<file path="src/rtl/gtc_pkg.sv">
// ----------------------------------------------------------------------------
// gtc_pkg
// Constants and types of the gain and tail cancellation filter.
// ----------------------------------------------------------------------------
package gtc_pkg;

  // register indexes on the configuration port
  localparam logic [1:0] REG_TAIL_ENABLE = 2'd0;
  localparam logic [1:0] REG_EXP_COUNT   = 2'd1;
  localparam logic [1:0] REG_THRESHOLD   = 2'd2;

  // fixed point layout
  localparam int DIV_SHIFT = 20;  // sample << 20 before the divide
  localparam int QBITS     = 18;  // quotient bits, saturates at 2^18-1
  localparam int AMP_BITS  = 19;
  localparam int THR_BITS  = 10;
  localparam int GAIN_BITS = 16;

  // sequencing
  localparam int DIV_STEPS = QBITS;
  localparam int MUL_STEPS = 8;   // 16-bit constant, 2-bit digits
  localparam int CNT_BITS  = 5;

  // Q0.16 rates and coefficients
  localparam logic [15:0] RATE_FAST = 16'd60105;
  localparam logic [15:0] RATE_SLOW = 16'd30367;
  localparam logic [15:0] COEF_ONE  = 16'd4325;
  localparam logic [15:0] COEF_FAST = 16'd7471;
  localparam logic [15:0] COEF_SLOW = 16'd40894;

  localparam bit LANE_FAST = 1'b0;
  localparam bit LANE_SLOW = 1'b1;

  typedef enum logic [11:0] {
    ST_IDLE  = 12'b0000_0000_0001,
    ST_DIV   = 12'b0000_0000_0010,
    ST_SUM   = 12'b0000_0000_0100,
    ST_CORR  = 12'b0000_0000_1000,
    ST_PREP1 = 12'b0000_0001_0000,
    ST_MUL1  = 12'b0000_0010_0000,
    ST_RND1  = 12'b0000_0100_0000,
    ST_ADDS  = 12'b0000_1000_0000,
    ST_PREP2 = 12'b0001_0000_0000,
    ST_MUL2  = 12'b0010_0000_0000,
    ST_WB    = 12'b0100_0000_0000,
    ST_DONE  = 12'b1000_0000_0000
  } state_t;

endpackage

</file>
<file path="src/rtl/gain_and_tail_cancellation_filter.sv">
// Steps: accept, bit-serial divide (1 bit/cycle), sum, correct; with the
//   filter on, two radix-4 serial multiplies and a write-back; then hand
//   over. A zero or saturating gain skips the divide. One word at a time:
//   a new word is accepted only after the last is handed to the output.
// Reset (rst, synchronous): sequencer idle, output empty, remainders zero,
//   tail cancel on, two exponentials, threshold zero.
// ----------------------------------------------------------------------------
// gain_and_tail_cancellation_filter
// Gain correction by serial divide, then optional one- or two-exponential
// tail cancellation on two multiplier lanes, then thresholding.
// ----------------------------------------------------------------------------
module gain_and_tail_cancellation_filter import gtc_pkg::*; #(
  parameter int SAMPLE_BITS = 10
) (
  input  logic                          clk,
  input  logic                          rst,
  // configuration
  input  logic                          cfg_we,
  input  logic [1:0]                    cfg_index,
  input  logic [THR_BITS-1:0]           cfg_data,
  // input words
  input  logic                          in_valid,
  output logic                          in_ready,
  input  logic [SAMPLE_BITS-1:0]        adc_sample,
  input  logic [GAIN_BITS-1:0]          pad_gain,
  input  logic                          series_start,
  // result words
  output logic                          out_valid,
  input  logic                          out_ready,
  output logic signed [AMP_BITS-1:0]    amplitude,
  output logic                          above_threshold,
  output logic                          gain_invalid
);

  localparam int NW   = SAMPLE_BITS + DIV_SHIFT + 1;
  localparam int HW   = NW - QBITS;
  localparam int CMPW = SAMPLE_BITS + 17;

  // configuration registers
  logic                tail_enable;
  logic [1:0]          exp_count;
  logic [THR_BITS-1:0] threshold;

  state_t               state;
  logic [CNT_BITS-1:0]  cnt;
  logic [GAIN_BITS-1:0] gain_q;
  logic                 invalid_q;
  logic [15:0]          div_rem;
  logic [QBITS-1:0]     div_low;   // dividend bits in, quotient bits out
  logic signed [33:0]   corr_q;
  logic signed [AMP_BITS-1:0] r_q;

  // per-lane registers
  logic signed [31:0] rem    [2];
  logic signed [32:0] mcand  [2];
  logic signed [34:0] m3     [2];
  logic signed [48:0] acc    [2];
  logic [15:0]        dig    [2];

  logic filter_on, two_exp;
  assign two_exp   = exp_count[1];
  assign filter_on = tail_enable && (exp_count != 2'd0);

  // dividend and overflow check at accept
  logic [NW-1:0] dividend;
  logic [HW-1:0] div_hi;
  logic          div_ovf;
  assign dividend = NW'({adc_sample, {DIV_SHIFT{1'b0}}}) + NW'(pad_gain >> 1);
  assign div_hi   = dividend[NW-1:QBITS];
  assign div_ovf  = CMPW'(div_hi) >= CMPW'(pad_gain);

  // one restoring divide step
  logic [17:0] trial;
  logic        qbit;
  assign trial = {1'b0, div_rem, div_low[QBITS-1]} - {2'b00, gain_q};
  assign qbit  = !trial[17];

  // subtract rounded correction from the corrected sample, saturate
  logic signed [26:0] x_ext, rs_ext, diff;
  logic signed [AMP_BITS-1:0] r_sat;
  always_comb begin
    x_ext  = signed'({9'b0, div_low});
    rs_ext = signed'({corr_q[33], corr_q[33:8]});
    diff   = x_ext - rs_ext;
    if (diff > 27'sd262143) begin
      r_sat = 19'sh3FFFF;
    end else if (diff < -27'sd262144) begin
      r_sat = 19'sh40000;
    end else begin
      r_sat = diff[AMP_BITS-1:0];
    end
  end

  // lane datapath: radix-4 multiply step and final rounding
  logic signed [34:0] term     [2];
  logic signed [48:0] acc_step [2];
  logic signed [48:0] rnd_sum  [2];
  logic signed [32:0] n_wide   [2];
  logic signed [31:0] n_sat    [2];
  always_comb begin
    for (int l = 0; l < 2; l++) begin
      case (dig[l][15:14])
        2'd0:    term[l] = '0;
        2'd1:    term[l] = {{2{mcand[l][32]}}, mcand[l]};
        2'd2:    term[l] = {mcand[l][32], mcand[l], 1'b0};
        default: term[l] = m3[l];
      endcase
      acc_step[l] = (acc[l] <<< 2) + {{14{term[l][34]}}, term[l]};
      rnd_sum[l]  = acc[l] + 49'sd32768;
      n_wide[l]   = rnd_sum[l][48:16];
      if (n_wide[l][32] != n_wide[l][31]) begin
        n_sat[l] = n_wide[l][32] ? 32'sh8000_0000 : 32'sh7FFF_FFFF;
      end else begin
        n_sat[l] = n_wide[l][31:0];
      end
    end
  end

  // threshold compare on the held result, signed
  logic above;
  assign above = !invalid_q &&
                 (signed'({r_q[AMP_BITS-1], r_q}) > signed'({4'b0, threshold, 6'b0}));

  assign in_ready = (state == ST_IDLE);

  // configuration writes
  always_ff @(posedge clk) begin
    if (rst) begin
      tail_enable <= 1'b1;
      exp_count   <= 2'd2;
      threshold   <= '0;
    end else if (cfg_we) begin
      unique case (cfg_index)
        REG_TAIL_ENABLE: tail_enable <= cfg_data[0];
        REG_EXP_COUNT:   exp_count   <= cfg_data[1:0];
        REG_THRESHOLD:   threshold   <= cfg_data;
        default: ;
      endcase
    end
  end

  // sequencer and control state
  always_ff @(posedge clk) begin
    if (rst) begin
      state     <= ST_IDLE;
      cnt       <= '0;
      out_valid <= 1'b0;
      rem[LANE_FAST] <= '0;
      rem[LANE_SLOW] <= '0;
    end else begin
      if (out_valid && out_ready) begin
        out_valid <= 1'b0;
      end
      unique case (state)
        ST_IDLE: begin
          if (in_valid) begin
            if (series_start) begin
              rem[LANE_FAST] <= '0;
              rem[LANE_SLOW] <= '0;
            end
            cnt <= CNT_BITS'(DIV_STEPS - 1);
            if (pad_gain == '0 || div_ovf) begin
              state <= ST_SUM;
            end else begin
              state <= ST_DIV;
            end
          end
        end
        ST_DIV: begin
          cnt <= cnt - 1'b1;
          if (cnt == '0) begin
            state <= ST_SUM;
          end
        end
        ST_SUM:  state <= ST_CORR;
        ST_CORR: begin
          if (filter_on) begin
            state <= ST_PREP1;
          end else begin
            rem[LANE_FAST] <= '0;
            rem[LANE_SLOW] <= '0;
            state <= ST_DONE;
          end
        end
        ST_PREP1: begin
          cnt   <= CNT_BITS'(MUL_STEPS - 1);
          state <= ST_MUL1;
        end
        ST_MUL1: begin
          cnt <= cnt - 1'b1;
          if (cnt == '0) begin
            state <= ST_RND1;
          end
        end
        ST_RND1: state <= ST_ADDS;
        ST_ADDS: state <= ST_PREP2;
        ST_PREP2: begin
          cnt   <= CNT_BITS'(MUL_STEPS - 1);
          state <= ST_MUL2;
        end
        ST_MUL2: begin
          cnt <= cnt - 1'b1;
          if (cnt == '0) begin
            state <= ST_WB;
          end
        end
        ST_WB: begin
          rem[LANE_FAST] <= n_sat[LANE_FAST];
          rem[LANE_SLOW] <= two_exp ? n_sat[LANE_SLOW] : 32'sd0;
          state <= ST_DONE;
        end
        ST_DONE: begin
          // hand over once the output register is free
          if (!out_valid || out_ready) begin
            out_valid <= 1'b1;
            state     <= ST_IDLE;
          end
        end
        default: state <= ST_IDLE;
      endcase
    end
  end

  // datapath registers
  always_ff @(posedge clk) begin
    case (state)
      ST_IDLE: begin
        gain_q    <= pad_gain;
        invalid_q <= (pad_gain == '0);
        div_rem   <= 16'(div_hi);
        if (pad_gain == '0) begin
          div_low <= '0;
        end else if (div_ovf) begin
          div_low <= '1;
        end else begin
          div_low <= dividend[QBITS-1:0];
        end
      end
      ST_DIV: begin
        div_rem <= qbit ? trial[15:0] : {div_rem[14:0], div_low[QBITS-1]};
        div_low <= {div_low[QBITS-2:0], qbit};
      end
      ST_SUM: begin
        corr_q <= {{2{rem[LANE_FAST][31]}}, rem[LANE_FAST]} +
                  (two_exp ? {{2{rem[LANE_SLOW][31]}}, rem[LANE_SLOW]} : 34'sd0) +
                  34'sd128;
      end
      ST_CORR: begin
        r_q <= filter_on ? r_sat : signed'({1'b0, div_low});
        mcand[LANE_FAST] <= {{14{r_sat[AMP_BITS-1]}}, r_sat};
        mcand[LANE_SLOW] <= {{14{r_sat[AMP_BITS-1]}}, r_sat};
      end
      ST_PREP1: begin
        dig[LANE_FAST] <= two_exp ? COEF_FAST : COEF_ONE;
        dig[LANE_SLOW] <= COEF_SLOW;
        for (int l = 0; l < 2; l++) begin
          m3[l]  <= {{2{mcand[l][32]}}, mcand[l]} + {mcand[l][32], mcand[l], 1'b0};
          acc[l] <= '0;
        end
      end
      ST_MUL1, ST_MUL2: begin
        for (int l = 0; l < 2; l++) begin
          acc[l] <= acc_step[l];
          dig[l] <= {dig[l][13:0], 2'b00};
        end
      end
      ST_RND1: begin
        for (int l = 0; l < 2; l++) begin
          acc[l] <= acc[l] + 49'sd128;
        end
      end
      ST_ADDS: begin
        dig[LANE_FAST] <= RATE_FAST;
        dig[LANE_SLOW] <= RATE_SLOW;
        for (int l = 0; l < 2; l++) begin
          mcand[l] <= {rem[l][31], rem[l]} + acc[l][40:8];
          acc[l]   <= '0;
        end
      end
      ST_PREP2: begin
        for (int l = 0; l < 2; l++) begin
          m3[l] <= {{2{mcand[l][32]}}, mcand[l]} + {mcand[l][32], mcand[l], 1'b0};
        end
      end
      ST_DONE: begin
        if (!out_valid || out_ready) begin
          amplitude       <= above ? r_q : '0;
          above_threshold <= above;
          gain_invalid    <= invalid_q;
        end
      end
      default: ;
    endcase
  end

endmodule

</file>
<file path="config.mk">
export PLATFORM = sky130hd
export DESIGN_NAME = gain_and_tail_cancellation_filter
export DESIGN_NICKNAME = d
export VERILOG_FILES = /design/src/rtl/gtc_pkg.sv /design/src/rtl/gain_and_tail_cancellation_filter.sv
export SDC_FILE = /design/constraint.sdc
export NUM_CORES = 2
export LEC_CHECK = 0
export ABC_CLOCK_PERIOD_IN_PS = 7000
export BUFFER_PORTS_ARGS = -buffer_cell sky130_fd_sc_hd__buf_2
export CAP_MARGIN = 15
export CORE_ASPECT_RATIO = 1.2
export CORE_UTILIZATION = 55
export CTS_BUF_LIST = sky130_fd_sc_hd__clkbuf_2 sky130_fd_sc_hd__clkbuf_4 sky130_fd_sc_hd__clkbuf_8
export DETAILED_ROUTE_END_ITERATION = 12
export PLACE_DENSITY = 0.73
export SYNTH_ARGS = -nofsm -noshare
export SYNTH_HDL_FRONTEND = slang
export SYNTH_SLANG_ARGS = --single-unit
</file>
<file path="constraint.sdc">
create_clock -name clk -period 7 [get_ports clk]
set_input_delay 0.35 -clock clk [delete_from_list [all_inputs] [get_ports clk]]
set_output_delay 0.35 -clock clk [all_outputs]
set_load 0.005 [all_outputs]
</file>
==> results.sh <==
export IMPL_vdd_drop_max_mv=0.1474
export IMPL_setup_violations=0
export IMPL_ant_nets=0
export IMPL_ys_flop_type="edfxtp_1"
export IMPL_fin_nets=4307
export IMPL_drc=0
export IMPL_ys_types=109
export IMPL_p_clk_share_pct=39.1
export IMPL_layout_commonest_cell="edfxtp_1"
export IMPL_ctsResizeCount=0
export IMPL_cts_buffers=81
export IMPL_antenna_found_initial=1
export IMPL_path_class="register to register"
export IMPL_hold_path_depth=3
export IMPL_pre_cts_ws_ns=2.145
export IMPL_syn_inst=3848
export IMPL_postCtsSetupRepairBufs=0
export IMPL_startpoint_type="register"
export IMPL_vias=29790
export IMPL_drt_iter0_drc=2098
export IMPL_r2r_setup_slack_ns=2.06
export IMPL_final_max_slew_viol_count=0
export IMPL_die_width_um=239.7
export IMPL_routed_via_density=6.104
export IMPL_worst_r2r_path_depth=14
export IMPL_rsz0062_at_grt="false"
export IMPL_avgSynthCellArea_um2=9.694
export IMPL_start_util_pct=55.66
export IMPL_post_dp_hpwl_um=71590
export IMPL_period_needed_ns=4.937
export IMPL_p_comb_share_pct=15.4
export IMPL_pwr_share_seq_pct=45.4
export IMPL_synth_edff_count=446
export IMPL_final_area_mm2=0.04046
export IMPL_finalHoldViolCount=0
export IMPL_required_ns=7.39
export IMPL_p_sw_uw=1952
export IMPL_htreeDepth=3
export IMPL_maxSlewHeadroom_pct=28.00
export IMPL_gr_total_overflow=0
export IMPL_end_kind="register"
export IMPL_ys_async_sr_fraction_pct=0
export IMPL_core_area_mm2=0.06701
export IMPL_min_path_type="primary input to register"
export IMPL_final_cells=4880
export IMPL_finClkSkew_ns=0.03560
export IMPL_totalWireLength_um=95420
export IMPL_tightest_slew_ns=1.080
export IMPL_internal_power_uw=5253
export IMPL_power_total_uw=7205
export IMPL_drt_first_pass_iters=6
export IMPL_hold_buffers=37
export IMPL_wl_per_cell_um=19.55
export IMPL_fmax_mhz=202.5
export IMPL_status="completed"
export IMPL_dpl_cell_area_mm2=0.03833
export IMPL_path_max_fanout=29
export IMPL_cp_arrival_ns=5.33
export IMPL_io_buffers=66
export IMPL_post_route_period_util_pct=70.54
export IMPL_area_growth_pct=8.477
export IMPL_synth_area_mm2=0.03730
export IMPL_layout_drive_gt1_share_pct=10.16
export IMPL_p_per_area_mw_per_mm2=178.1
export IMPL_postSynthNetCount=4242
export IMPL_holdCritStartpoint="in_valid"
export IMPL_cts_tree="yes"
export IMPL_ys_seq_elements=477
export IMPL_grt_first_pass_wirelength_um=150700
export IMPL_clockBufferDepth=3
export IMPL_pin_count=67
export IMPL_finalWorstSetupSlack_ns=2.063
export IMPL_p_sw_share_pct=27.09
export IMPL_synth_warnings=0
export IMPL_layout_common_cells="446 x edfxtp_1, 342 x ha_1, 289 x nand2_1"
export IMPL_ys_seq_area_share_pct=37.57
export IMPL_place_inst=4694
export IMPL_gp_congestion=0.9405
export IMPL_grt_max_degree=75
export IMPL_die_h_um=287.3
export IMPL_clk_latency_ns=0.69
export IMPL_dieArea_mm2=0.06887
export IMPL_whs_endpoint="state[1]$_SDFFE_PP0P_"
export IMPL_r2r_end="acc[0][90]$_SDFFCE_PP0P_"
export IMPL_drv_cap=0
export IMPL_finalSetupTns_ns=0
export IMPL_clock_sinks=477
export IMPL_cts_root_buf="clkbuf_8"
export IMPL_grt_pass1_vias=28750
export IMPL_r2r_start="dig[0][30]$_SDFFCE_PP1P_"
export IMPL_leakage_uw=0.01629
export IMPL_num_rows=104
export IMPL_grtUsageTotal_pct=27.56
export IMPL_clkTransAtPathRegs_ns=0.07
## metrics by stage
stage	utilization (%)	hold WS, ns
2_1_floorplan	-	0.4275
3_3_place_gp	57.20	0.4772
3_5_place_dp	57.20	0.4874
4_1_cts	60.38	0.02484
5_1_grt	60.38	0.07474
6_report	60.38	0.06493
## state kept, by name, summed over array words and instances, names as in the netlist, 18 cells and up
register	flops
div_low	18
dig	31
mcand	66
acc	98
rem	64
corr_q	26
m3	70
amplitude	19
r_q	19
## worst max path at each step
stage,slack (ns),startpoint,end,cells after the start
6_report,2.06,dig[0][30]$_SDFFCE_PP1P_,acc[0][90]$_SDFFCE_PP0P_,14
5_1_grt,1.75,dig[0][30]$_SDFFCE_PP1P_,acc[0][90]$_SDFFCE_PP0P_,14
4_1_cts,2.10,dig[0][30]$_SDFFCE_PP1P_,acc[0][90]$_SDFFCE_PP0P_,14
3_5_place_dp,2.15,dig[0][30]$_SDFFCE_PP1P_,acc[0][90]$_SDFFCE_PP0P_,14
3_3_place_gp,2.16,dig[0][30]$_SDFFCE_PP1P_,acc[0][92]$_SDFFCE_PP0P_,14
2_1_floorplan,2.62,state[5]$_SDFFE_PP0P_,acc[0][10]$_SDFFCE_PP0P_,8
## kinds of logic (layout without fill, tap and decap cells)
logic type / after synthesis / count (layout) / share of synthesized area, %
buffers and inverters: 301 / 431 / 3.364
flip-flops: 477 / 477 / 37.57
adder cells (fa/ha/maj): 350 / 350 / 11.90
multiplexers: 92 / 92 / 2.697
other: 1 / 2 / 0.01005
AND/OR/NAND/NOR: 1123 / 1123 / 14.95
AO/OA/AOI/OAI: 1126 / 1126 / 20.55
XOR/XNOR: 378 / 378 / 8.953
## cells in the mapped netlist (74+ instances only)
library cell / number / share of area [%]
edfxtp_1: 446 / 36
ha_1: 342 / 11
nand2_1: 292 / 2.9
nor2_1: 270 / 2.7
a21oi_1: 265 / 3.6
xnor2_1: 202 / 4.7
o21ai_0: 197 / 2.6
xor2_1: 173 / 4.1
inv_1: 154 / 1.5
a21o_1: 133 / 2.7
nand3_1: 120 / 1.6
clkbuf_1: 109 / 1.1
o22ai_1: 79 / 1.3
and2_1: 74 / 1.2
## area by class of cell
type | count | area [µm²]
fill | 5675 | 26550
multi-input combinational | 3070 | 22090
sequential | 477 | 14010
clock buffer | 100 | 1282
tap | 901 | 1127
timing repair buffer | 127 | 880.8
inverter | 156 | 586.8
clock inverter | 48 | 478.0
antenna | 1 | 2.502
## power groups by stage
stage / combinational, µW / clock, µW / sequential, µW
finish: 1110 / 2820 / 3270
global route: 1230 / 2950 / 3280
CTS: 1100 / 2850 / 3270
detailed placement: 1070 / 0 / 3330
global placement: 1060 / 0 / 3330
floorplan: 830 / 0 / 3300
## metal layers
| metal | GRT usage [%] | wire length, µm | vias to the layer above |
|---|---|---|---|
| met5 | 0 | 0 | - |
| met4 | 15.58 | 5171 | 0 |
| met3 | 3.285 | 4607 | 238 |
| met2 | 47.32 | 46380 | 879 |
| met1 | 33.42 | 39270 | 14120 |
| li1 | - | - | 14550 |
## worst max-delay path: stages, from the launching register on
cell	delay, ns
edfxtp_1	0.54
buf_4	0.38
mux2_2	0.37
a22o_1	0.18
ha_1	0.38
a21oi_1	0.28
nand2_1	0.09
a221oi_1	0.39
nor2_1	0.10
a2111oi_0	0.84
o31ai_1	0.28
a31oi_1	0.40
o21bai_1	0.15
xnor2_1	0.16
o22ai_1	0.11
Power figures use the tool's default switching activity.
